[src/hw/rtl/elf_stream_loader_macros.svh]
// Assertion macros shared by the loader RTL.
// Each macro expands to one labeled concurrent assertion on clk_i/rst_ni.
`ifndef ELF_STREAM_LOADER_MACROS_SVH
`define ELF_STREAM_LOADER_MACROS_SVH

// Same-cycle implication
`define ESL_ASSERT_IMP(lbl, ante, cons) \
  lbl: assert property (@(posedge clk_i) disable iff (!rst_ni) (ante) |-> (cons)) \
    else $error("loader assertion failed");

// Next-cycle implication
`define ESL_ASSERT_NXT(lbl, ante, cons) \
  lbl: assert property (@(posedge clk_i) disable iff (!rst_ni) (ante) |=> (cons)) \
    else $error("loader assertion failed");

`endif

[src/hw/rtl/esl_pkg.sv]
// Shared types and constants of the streaming ELF loader.
// Used by esl_ctrl, esl_dp and elf_stream_loader; no dependencies.
package esl_pkg;

  localparam int unsigned MAX_SEG = 8;
  localparam int unsigned SEG_IW  = (MAX_SEG > 1) ? $clog2(MAX_SEG) : 1;
  localparam int unsigned CUR_W   = $clog2(MAX_SEG + 1);

  localparam logic [31:0] HDR_LAST_POS = 32'd51;
  localparam logic [31:0] PH_USED_LEN  = 32'd24;

  typedef enum logic [1:0] {
    KIND_STORE = 2'd0,
    KIND_FILL  = 2'd1,
    KIND_DONE  = 2'd2,
    KIND_ERROR = 2'd3
  } kind_e;

  typedef enum logic [1:0] {
    ERR_MAGIC  = 2'd0,
    ERR_COUNT  = 2'd1,
    ERR_BEHIND = 2'd2,
    ERR_NONE   = 2'd3
  } err_e;

  typedef enum logic [8:0] {
    ST_HDR   = 9'b000000001,
    ST_FIN   = 9'b000000010,
    ST_TBL   = 9'b000000100,
    ST_DISP  = 9'b000001000,
    ST_SKIP  = 9'b000010000,
    ST_LOAD  = 9'b000100000,
    ST_LFILL = 9'b001000000,
    ST_DONE  = 9'b010000000,
    ST_ERR   = 9'b100000000
  } state_e;

  typedef struct packed {
    logic  hdr_byte;
    logic  tbl_byte;
    logic  skip_byte;
    logic  load_byte;
    logic  init_tbl;
    logic  seg_inc;
    logic  bis_clr;
    logic  push;
    kind_e push_kind;
    err_e  push_err;
    logic  flush;
  } cmd_t;

  typedef struct packed {
    logic magic_ok;
    logic hdr_last;
    logic count_big;
    logic tsize_zero;
    logic cur_end;
    logic cur_is_load;
    logic off_lt;
    logic off_gt;
    logic fsz_zero;
    logic tbl_end;
    logic skip_hit;
    logic load_end;
    logic pend_v;
    logic out_free;
  } sts_t;

  // Expected ELF magic byte at file offset 0..3
  function automatic logic [7:0] magic_byte(input logic [1:0] i);
    logic [7:0] r;
    unique case (i)
      2'd0:    r = 8'h7F;
      2'd1:    r = 8'h45;
      2'd2:    r = 8'h4C;
      default: r = 8'h46;
    endcase
    return r;
  endfunction

endpackage

[src/hw/rtl/esl_dp.sv]
// Datapath of the ELF loader: header fields, segment table, counters, result regs.
// Depends on esl_pkg and elf_stream_loader_macros.svh.
`include "elf_stream_loader_macros.svh"
module esl_dp
  import esl_pkg::*;
(
  input  logic        clk_i,
  input  logic        rst_ni,
  input  cmd_t        cmd_i,
  output sts_t        sts_o,
  input  logic [7:0]  rx_byte_i,
  input  logic        out_tready_i,
  output logic        out_valid_o,
  output kind_e       out_kind_o,
  output logic [31:0] out_addr_o,
  output logic [7:0]  out_data_o,
  output logic [31:0] out_len_o,
  output logic [1:0]  out_err_o,
  output logic        out_last_o
);

  logic [31:0] pos_q;
  logic [CUR_W-1:0] cur_q;
  logic [31:0] bis_q;
  logic        magic_ok_q;
  logic [31:0] entry_q;
  logic [15:0] phent_q, phnum_q;

  logic        seg_load_q [MAX_SEG];
  logic [31:0] seg_off_q  [MAX_SEG];
  logic [31:0] seg_pa_q   [MAX_SEG];
  logic [31:0] seg_fsz_q  [MAX_SEG];
  logic [31:0] seg_msz_q  [MAX_SEG];

  logic        pend_v_q, out_v_q;
  kind_e       pend_kind_q, out_kind_q;
  logic [31:0] pend_addr_q, out_addr_q;
  logic [7:0]  pend_data_q, out_data_q;
  logic [31:0] pend_len_q, out_len_q;
  logic [1:0]  pend_err_q, out_err_q;
  logic        out_last_q;

  logic [SEG_IW-1:0] idx;
  logic [31:0] pos_inc, bis_inc;
  logic [15:0] cur16, cur16_inc;
  logic        entry_end, out_free;
  logic [31:0] cur_off, cur_pa, cur_fsz, cur_msz;
  logic [31:0] new_addr, new_len;
  logic [7:0]  new_data;
  logic [1:0]  new_err;

  assign idx       = cur_q[SEG_IW-1:0];
  assign pos_inc   = pos_q + 32'd1;
  assign bis_inc   = bis_q + 32'd1;
  assign cur16     = 16'(cur_q);
  assign cur16_inc = cur16 + 16'd1;
  assign entry_end = bis_inc >= {16'd0, phent_q};
  assign cur_off   = seg_off_q[idx];
  assign cur_pa    = seg_pa_q[idx];
  assign cur_fsz   = seg_fsz_q[idx];
  assign cur_msz   = seg_msz_q[idx];
  assign out_free  = !out_v_q || out_tready_i;

  // Status toward the controller
  always_comb begin
    sts_o.magic_ok    = magic_ok_q;
    sts_o.hdr_last    = pos_q == HDR_LAST_POS;
    sts_o.count_big   = phnum_q > 16'(MAX_SEG);
    sts_o.tsize_zero  = (phent_q == 16'd0) || (phnum_q == 16'd0);
    sts_o.cur_end     = cur16 >= phnum_q;
    sts_o.cur_is_load = seg_load_q[idx];
    sts_o.off_lt      = cur_off < pos_q;
    sts_o.off_gt      = cur_off > pos_q;
    sts_o.fsz_zero    = cur_fsz == 32'd0;
    sts_o.tbl_end     = entry_end && (cur16_inc >= phnum_q);
    sts_o.skip_hit    = pos_inc == cur_off;
    sts_o.load_end    = bis_inc >= cur_fsz;
    sts_o.pend_v      = pend_v_q;
    sts_o.out_free    = out_free;
  end

  // Position, segment index and byte-in-entry counters
  always_ff @(posedge clk_i or negedge rst_ni) begin
    if (!rst_ni) begin
      pos_q <= 32'd0;
      cur_q <= '0;
      bis_q <= 32'd0;
    end else begin
      if (cmd_i.hdr_byte || cmd_i.tbl_byte || cmd_i.skip_byte || cmd_i.load_byte) begin
        pos_q <= pos_inc;
      end
      if (cmd_i.init_tbl) begin
        cur_q <= '0;
        bis_q <= 32'd0;
      end else if (cmd_i.tbl_byte) begin
        if (entry_end) begin
          bis_q <= 32'd0;
          cur_q <= sts_o.tbl_end ? '0 : cur_q + CUR_W'(1);
        end else begin
          bis_q <= bis_inc;
        end
      end else begin
        if (cmd_i.seg_inc) cur_q <= cur_q + CUR_W'(1);
        if (cmd_i.bis_clr) bis_q <= 32'd0;
        else if (cmd_i.load_byte) bis_q <= bis_inc;
      end
    end
  end

  // Capture magic check and the header fields that matter
  always_ff @(posedge clk_i) begin
    if (cmd_i.hdr_byte) begin
      if (pos_q < 32'd4) begin
        magic_ok_q <= ((pos_q == 32'd0) || magic_ok_q) && (rx_byte_i == magic_byte(pos_q[1:0]));
      end
      unique case (pos_q[5:0])
        6'd24:   entry_q[7:0]   <= rx_byte_i;
        6'd25:   entry_q[15:8]  <= rx_byte_i;
        6'd26:   entry_q[23:16] <= rx_byte_i;
        6'd27:   entry_q[31:24] <= rx_byte_i;
        6'd42:   phent_q[7:0]   <= rx_byte_i;
        6'd43:   phent_q[15:8]  <= rx_byte_i;
        6'd44:   phnum_q[7:0]   <= rx_byte_i;
        6'd45:   phnum_q[15:8]  <= rx_byte_i;
        default: ;
      endcase
    end
  end

  // Fill the segment table; a good header drops every load flag, the first byte
  // of an entry sets it when that byte is 1 and clears the entry's other fields
  always_ff @(posedge clk_i) begin
    if (cmd_i.init_tbl) begin
      for (int unsigned i = 0; i < MAX_SEG; i++) seg_load_q[i] <= 1'b0;
    end else if (cmd_i.tbl_byte && (bis_q < PH_USED_LEN)) begin
      if (bis_q == 32'd0) begin
        seg_load_q[idx] <= rx_byte_i == 8'd1;
        seg_off_q[idx]  <= 32'd0;
        seg_pa_q[idx]   <= 32'd0;
        seg_fsz_q[idx]  <= 32'd0;
        seg_msz_q[idx]  <= 32'd0;
      end else begin
        unique case (bis_q[4:2])
          3'd0: if (rx_byte_i != 8'd0) seg_load_q[idx] <= 1'b0;
          3'd1: seg_off_q[idx][8*bis_q[1:0] +: 8] <= rx_byte_i;
          3'd3: seg_pa_q[idx][8*bis_q[1:0] +: 8]  <= rx_byte_i;
          3'd4: seg_fsz_q[idx][8*bis_q[1:0] +: 8] <= rx_byte_i;
          3'd5: seg_msz_q[idx][8*bis_q[1:0] +: 8] <= rx_byte_i;
          default: ;
        endcase
      end
    end
  end

  // Build the fields of a new result
  always_comb begin
    new_addr = 32'd0;
    new_data = 8'd0;
    new_len  = 32'd0;
    new_err  = 2'd0;
    unique case (cmd_i.push_kind)
      KIND_STORE: begin
        new_addr = cur_pa + bis_q;
        new_data = rx_byte_i;
      end
      KIND_FILL: begin
        new_addr = cur_pa + cur_fsz;
        new_len  = (cur_msz > cur_fsz) ? cur_msz - cur_fsz : 32'd0;
      end
      KIND_DONE:  new_addr = entry_q;
      KIND_ERROR: new_err  = cmd_i.push_err;
      default: ;
    endcase
  end

  // Hold one result back until it is known whether it closes the item
  always_ff @(posedge clk_i or negedge rst_ni) begin
    if (!rst_ni) begin
      pend_v_q <= 1'b0;
      out_v_q  <= 1'b0;
    end else begin
      if (cmd_i.push) begin
        pend_v_q <= 1'b1;
      end else if (cmd_i.flush) begin
        pend_v_q <= 1'b0;
      end
      if ((cmd_i.push && pend_v_q) || cmd_i.flush) begin
        out_v_q <= 1'b1;
      end else if (out_tready_i) begin
        out_v_q <= 1'b0;
      end
    end
  end

  always_ff @(posedge clk_i) begin
    if ((cmd_i.push && pend_v_q) || cmd_i.flush) begin
      out_kind_q <= pend_kind_q;
      out_addr_q <= pend_addr_q;
      out_data_q <= pend_data_q;
      out_len_q  <= pend_len_q;
      out_err_q  <= pend_err_q;
      out_last_q <= cmd_i.flush;
    end
    if (cmd_i.push) begin
      pend_kind_q <= cmd_i.push_kind;
      pend_addr_q <= new_addr;
      pend_data_q <= new_data;
      pend_len_q  <= new_len;
      pend_err_q  <= new_err;
    end
  end

  assign out_valid_o = out_v_q;
  assign out_kind_o  = out_kind_q;
  assign out_addr_o  = out_addr_q;
  assign out_data_o  = out_data_q;
  assign out_len_o   = out_len_q;
  assign out_err_o   = out_err_q;
  assign out_last_o  = out_last_q;

  `ESL_ASSERT_IMP(a_push_room, cmd_i.push && pend_v_q, out_free)
  `ESL_ASSERT_IMP(a_flush_room, cmd_i.flush, pend_v_q && out_free && !cmd_i.push)
  `ESL_ASSERT_IMP(a_cur_range, 1'b1, cur16 <= 16'(MAX_SEG))
  `ESL_ASSERT_IMP(a_load_nonempty, cmd_i.load_byte, cur_fsz != 32'd0)

endmodule

[src/hw/rtl/esl_ctrl.sv]
// Controller state machine of the ELF loader: header, table, skip, load, dispatch.
// Depends on esl_pkg; drives esl_dp through cmd_t and reads sts_t.
module esl_ctrl
  import esl_pkg::*;
(
  input  logic clk_i,
  input  logic rst_ni,
  input  logic in_valid_i,
  output logic in_ready_o,
  input  sts_t sts_i,
  output cmd_t cmd_o
);

  state_e state_q, state_d;
  logic   acc, push_ok;

  always_ff @(posedge clk_i or negedge rst_ni) begin
    if (!rst_ni) state_q <= ST_HDR;
    else         state_q <= state_d;
  end

  assign push_ok = !sts_i.pend_v || sts_i.out_free;

  // Input is taken in byte states once the previous item's results are handed off
  always_comb begin
    unique case (state_q)
      ST_HDR, ST_TBL, ST_SKIP, ST_LOAD, ST_DONE, ST_ERR: in_ready_o = !sts_i.pend_v;
      default: in_ready_o = 1'b0;
    endcase
  end
  assign acc = in_valid_i && in_ready_o;

  always_comb begin
    state_d         = state_q;
    cmd_o           = '0;
    cmd_o.push_kind = KIND_STORE;
    cmd_o.push_err  = ERR_NONE;
    unique case (state_q)
      ST_HDR, ST_TBL, ST_SKIP, ST_LOAD, ST_DONE, ST_ERR: begin
        // Release the held result as the last of its item
        cmd_o.flush = sts_i.pend_v && sts_i.out_free;
      end
      default: ;
    endcase
    unique case (state_q)
      ST_HDR: begin
        if (acc) begin
          cmd_o.hdr_byte = 1'b1;
          if (sts_i.hdr_last) state_d = ST_FIN;
        end
      end
      ST_FIN: begin
        if (!sts_i.magic_ok || sts_i.count_big) begin
          if (push_ok) begin
            cmd_o.push      = 1'b1;
            cmd_o.push_kind = KIND_ERROR;
            cmd_o.push_err  = sts_i.magic_ok ? ERR_COUNT : ERR_MAGIC;
            state_d         = ST_ERR;
          end
        end else begin
          cmd_o.init_tbl = 1'b1;
          state_d        = sts_i.tsize_zero ? ST_DISP : ST_TBL;
        end
      end
      ST_TBL: begin
        if (acc) begin
          cmd_o.tbl_byte = 1'b1;
          if (sts_i.tbl_end) state_d = ST_DISP;
        end
      end
      ST_DISP: begin
        // Walk the table one entry per cycle; a push waits while the output is stalled
        priority if (!sts_i.cur_end && !sts_i.cur_is_load) begin
          cmd_o.seg_inc = 1'b1;
        end else if (sts_i.cur_end) begin
          if (push_ok) begin
            cmd_o.push      = 1'b1;
            cmd_o.push_kind = KIND_DONE;
            state_d         = ST_DONE;
          end
        end else if (sts_i.off_lt) begin
          if (push_ok) begin
            cmd_o.push      = 1'b1;
            cmd_o.push_kind = KIND_ERROR;
            cmd_o.push_err  = ERR_BEHIND;
            state_d         = ST_ERR;
          end
        end else if (sts_i.off_gt) begin
          state_d = ST_SKIP;
        end else if (!sts_i.fsz_zero) begin
          cmd_o.bis_clr = 1'b1;
          state_d       = ST_LOAD;
        end else if (push_ok) begin
          cmd_o.push      = 1'b1;
          cmd_o.push_kind = KIND_FILL;
          cmd_o.seg_inc   = 1'b1;
        end
      end
      ST_SKIP: begin
        if (acc) begin
          cmd_o.skip_byte = 1'b1;
          if (sts_i.skip_hit) state_d = ST_DISP;
        end
      end
      ST_LOAD: begin
        if (acc) begin
          cmd_o.load_byte = 1'b1;
          cmd_o.push      = 1'b1;
          cmd_o.push_kind = KIND_STORE;
          if (sts_i.load_end) state_d = ST_LFILL;
        end
      end
      ST_LFILL: begin
        if (push_ok) begin
          cmd_o.push      = 1'b1;
          cmd_o.push_kind = KIND_FILL;
          cmd_o.seg_inc   = 1'b1;
          cmd_o.bis_clr   = 1'b1;
          state_d         = ST_DISP;
        end
      end
      ST_DONE, ST_ERR: ;
      default: state_d = ST_HDR;
    endcase
  end

endmodule

[src/hw/rtl/elf_stream_loader.sv]
// Top level of the streaming ELF32 program loader.
// Depends on esl_pkg, esl_ctrl and esl_dp.
//
//  channel  | dir | tdata (low bit up)                         | tuser       | tlast
//  s_axis   | in  | rx_byte[7:0]                               | -           | -
//  m_axis   | out | target_address, store_data, fill_length,   | result_kind | last
//           |     | error_code, 6 zero bits (80 bits)          |             |
//
// After a byte with results, the next byte waits until its last result is released.
// The final header byte is followed by a check state, a segment end by its fill
// state, and after a byte the segment table is walked entry by entry in sequence.
// Reset needs no clearing pass. A stalled output holds the walk; one result is
// held back so tlast can mark the final result of each input item.
module elf_stream_loader
  import esl_pkg::*;
(
  input  logic        clk_i,
  input  logic        rst_ni,
  input  logic        s_axis_tvalid_i,
  output logic        s_axis_tready_o,
  input  logic [7:0]  s_axis_tdata_i,   // rx_byte
  output logic        m_axis_tvalid_o,
  input  logic        m_axis_tready_i,
  output logic [79:0] m_axis_tdata_o,   // target_address, store_data, fill_length, error_code
  output logic [1:0]  m_axis_tuser_o,   // result_kind
  output logic        m_axis_tlast_o
);

  cmd_t        cmd;
  sts_t        sts;
  kind_e       kind;
  logic [31:0] addr, len;
  logic [7:0]  data;
  logic [1:0]  err;

  esl_ctrl u_ctrl (
    .clk_i      (clk_i),
    .rst_ni     (rst_ni),
    .in_valid_i (s_axis_tvalid_i),
    .in_ready_o (s_axis_tready_o),
    .sts_i      (sts),
    .cmd_o      (cmd)
  );

  esl_dp u_dp (
    .clk_i        (clk_i),
    .rst_ni       (rst_ni),
    .cmd_i        (cmd),
    .sts_o        (sts),
    .rx_byte_i    (s_axis_tdata_i),
    .out_tready_i (m_axis_tready_i),
    .out_valid_o  (m_axis_tvalid_o),
    .out_kind_o   (kind),
    .out_addr_o   (addr),
    .out_data_o   (data),
    .out_len_o    (len),
    .out_err_o    (err),
    .out_last_o   (m_axis_tlast_o)
  );

  // Pack the result fields
  assign m_axis_tdata_o = {6'd0, err, len, data, addr};
  assign m_axis_tuser_o = kind;

endmodule
[config.mk]
export PLATFORM = sky130hd
export DESIGN_NAME = elf_stream_loader
export DESIGN_NICKNAME = d
export VERILOG_FILES = /design/src/hw/rtl/esl_pkg.sv /design/src/hw/rtl/esl_dp.sv /design/src/hw/rtl/esl_ctrl.sv /design/src/hw/rtl/elf_stream_loader.sv
export VERILOG_INCLUDE_DIRS = /design/src /design/src/hw/rtl
export SDC_FILE = /design/constraint.sdc
export NUM_CORES = 2
export LEC_CHECK = 0
export BUFFER_PORTS_ARGS = -buffer_cell sky130_fd_sc_hd__buf_2
export CELL_PAD_IN_SITES_DETAIL_PLACEMENT = 0
export CELL_PAD_IN_SITES_GLOBAL_PLACEMENT = 2
export CORE_MARGIN = 2
export CORE_UTILIZATION = 49
export CTS_CLUSTER_DIAMETER = 150
export DETAILED_ROUTE_END_ITERATION = 10
export PLACE_DENSITY = 0.81
export SYNTH_ARGS = -nofsm -noshare
export SYNTH_HDL_FRONTEND = slang
export SYNTH_HIERARCHICAL = 1
export SYNTH_SLANG_ARGS = --single-unit
[constraint.sdc]
create_clock -name clk_i -period 21.4 [get_ports clk_i]
set_input_delay 2.14 -clock clk_i [delete_from_list [all_inputs] [get_ports clk_i]]
set_output_delay 2.14 -clock clk_i [all_outputs]
set_load 0.05 [all_outputs]
==> impl_metrics.tcl <==
set metrics [dict create \
    status "completed" \
    grt_pass1_wl_mm 246.4 \
    ys_seq_area_share_pct 69.19 \
    synth_ff_type "edfxtp_1" \
    syn_area_um2 57110 \
    cap_violations 0 \
    h-tree-depth 4 \
    io_pins 97 \
    finalSetupTns_ns 0 \
    r2r_cells 35 \
    grt_max_degree 105 \
    critical-path-slowest-cell "dfrtp_2" \
    synth_cell_types 95 \
    grt.total_usage_pct 28.42 \
    critPathMaxStageDelay_ns 0.83 \
    min_path_cells 0 \
    critPathArrivalTime_ns 11.01 \
    synth_async_sr_flop_share_pct 5.944 \
    drive_above_1_share_pct 10.23 \
    postSynthAreaPerCell_um2 14.05 \
    postRouteAntennaNets 0 \
    worst_setup_path_start_kind "flop" \
    yosysWarningCount 6 \
    dieArea_um2 119300 \
    min_period_ns 10.38 \
    post-route-util_pct 54.94 \
    start_util_pct 49.28 \
    hpwl_mm 113.1 \
    slew_headroom_pct 21.52 \
    final_cell_mix "edfxtp_1, a22oi_1, nor2_1" \
    clock.fmax_mhz 96.36 \
    worst_hold_path.endpoint "u_dp/out_addr_o[6]$_DFFE_PP_" \
    die_h_um 345.4 \
    fin_nets 4314 \
    fin_ws_ns 11.02 \
    clockBufferDepth 3 \
    hold_slack_ns 0.4141 \
    critPathKind "flop to flop" \
    synth_cells 4064 \
    dr.first_iter.drc_count 3963 \
    ys_ff_latch 1329 \
    regToRegStartpoint "u_dp/cur_q[2]$_DFFE_PN0P_" \
    hold_path_class "flop to flop" \
    grt_pass1_vias 34891 \
    cts_tree "built" \
    core_area_um2 115900 \
    skew_ns 0.02929 \
    antenna_found_initial 8 \
    die_w_um 345.4 \
    r2r-end "u_dp/pend_addr_q[30]$_DFFE_PP_" \
    num_rows 125 \
    gp_congestion 0.8809 \
    drc 0 \
    post-route-period-util_pct 48.49 \
    hold_path.startpoint "u_dp/pend_addr_q[6]$_DFFE_PP_" \
    wl_per_cell_um 29.73 \
    finalSetupViolCount 0 \
    final_common_cell "edfxtp_1" \
    vias_per_cell 6.328 \
    leakagePower_nw 18.77 \
    irDropWorstVdd_uv 83.85 \
    ctsResizeCount 0 \
    wirelength_mm 171.6 \
    path_max_fanout 65 \
    io_buffers 90 \
    insertion_delay_ns 0.77 \
    holdBufCountCts 0 \
    required_ns 22.03 \
    end_kind "flop" \
    power_density_nw_per_um2 84.15 \
    maxSlewViolCount 0 \
    firstDrtPassIters 5 \
    clk_transition_reported_paths_ns 0.06 \
    cpMostUsedCell "a21oi_1" \
    worst_slew_pin_slew_ns 1.173 \
    rsz0062_at_grt "no" \
    post_cts_buffers 0 \
    root_buffer "clkbuf_16" \
    gr-total-overflow 0 \
    r2r_slack_ns 11.02 \
    pre_cts_ws_ns 11.10 \
    numCtsBuffers 136 \
    num_vias 36521 \
    area_growth_pct 11.50 \
    hold_violations 0 \
    synth_edf_count 1250 \
    cts_sinks 1329 \
]
critical path: cells and delay by family, from the launching register on:
family,cells,cell delay (ns)
and+or+nand+nor,10,2.61
DFF,1,0.83
buffers and inverters,4,2.07
adders and majority gates,3,0.83
AOI/OAI and AO/OA,18,3.78
metrics by stage:
step | power [mW] | instances | area (um2)
after floorplan | 2.956 | 4069 | 57130
after global placement | 2.996 | 5524 | 59130
after detailed placement | 2.997 | 5524 | 59130
after CTS | 5.391 | 5768 | 63670
after global routing | 5.504 | 5768 | 63670
final | 5.358 | 5771 | 63670
logic make-up (layout without fill, tap and decap cells):
group | after synthesis | in the layout | synth area share, %
other cells | 1 | 9 | 0.006566
xor+xnor | 155 | 155 | 2.377
mux | 60 | 60 | 1.361
compound gates | 948 | 948 | 11.70
fa+ha+maj | 164 | 164 | 3.619
simple gates | 1094 | 1094 | 9.515
flops | 1329 | 1329 | 69.19
buf+inv | 313 | 488 | 2.235
where the power goes:
group | switching, mW | internal (mW)
clock | 1.01 | 1.41
combinational | 0.0688 | 0.0388
sequential | 0.0197 | 2.82
total | 1.10 | 4.26
worst max path at each step:
| stage | cells past startpoint | endpoint | slack, ns | from |
|---|---|---|---|---|
| finish | 35 | u_dp/pend_addr_q[30]$_DFFE_PP_ | 11.02 | u_dp/cur_q[2]$_DFFE_PN0P_ |
| global route | 35 | u_dp/pend_addr_q[30]$_DFFE_PP_ | 10.22 | u_dp/cur_q[2]$_DFFE_PN0P_ |
| CTS | 33 | u_dp/pend_addr_q[30]$_DFFE_PP_ | 11.07 | u_dp/cur_q[2]$_DFFE_PN0P_ |
| detailed placement | 33 | u_dp/pend_addr_q[30]$_DFFE_PP_ | 11.10 | u_dp/cur_q[2]$_DFFE_PN0P_ |
| global placement | 33 | u_dp/pend_addr_q[30]$_DFFE_PP_ | 11.31 | u_dp/cur_q[2]$_DFFE_PN0P_ |
| floorplan | 23 | u_dp/out_addr_o[0]$_DFFE_PP_ | 13.07 | u_dp/cur_q[2]$_DFFE_PN0P_ |
final cells by class:
| type | count | area [um2] |
|---|---|---|
| fill | 9320 | 52220 |
| multi-input combinational | 2427 | 16440 |
| antenna | 3 | 7.507 |
| tap | 1524 | 1907 |
| inverter | 99 | 371.6 |
| timing repair buffer | 145 | 890.9 |
| clock inverter | 81 | 969.7 |
| clock buffer | 163 | 3568 |
| sequential | 1329 | 39520 |
flip-flops by register name (all words and copies together), names as in the netlist, 32 cells and up:
| register | flops |
|---|---|
| u_dp/pend_addr_q | 32 |
| u_dp/entry_q | 32 |
| u_dp/seg_msz_q | 256 |
| u_dp/bis_q | 32 |
| u_dp/seg_fsz_q | 256 |
| u_dp/seg_pa_q | 256 |
| u_dp/pos_q | 32 |
| u_dp/pend_len_q | 32 |
| u_dp/out_len_o | 32 |
| u_dp/seg_off_q | 256 |
| u_dp/out_addr_o | 32 |
per-layer routing:
layer | wire [um] | track usage [%] | up-vias
li1 | - | - | 16011
met1 | 71090 | 39.25 | 18447
met2 | 79610 | 44.59 | 1732
met3 | 14460 | 5.787 | 327
met4 | 6403 | 10.80 | 4
met5 | 22 | 0 | -
synth_stat cells, types with 11 or more instances:
cell type,number,area share (%)
edfxtp_1,1250,66
a22oi_1,416,5.5
o21ai_0,140,1.2
nor2b_1,27,0.30
ha_1,162,3.5
xor2_1,40,0.61
nor4_1,34,0.37
and4_1,31,0.48
nand2_1,218,1.4
a21o_1,66,0.87
a221oi_1,33,0.51
o211ai_1,18,0.24
nand3_1,66,0.58
mux2_2,28,0.55
buf_4,12,0.16
nor2_1,383,2.5
mux4_2,11,0.43
xnor2_1,115,1.8
clkbuf_1,174,1.1
and2_1,27,0.30
nand2b_1,28,0.31
and3_1,33,0.36
nand4_1,115,1.3
a22o_1,31,0.48
mux2i_1,18,0.32
inv_1,97,0.64
a31oi_1,18,0.20
o21a_1,17,0.22
buf_1,18,0.12
nor3_1,65,0.57
dfrtp_1,78,3.4
a21oi_1,106,0.93
Power figures use the tool's default switching activity.
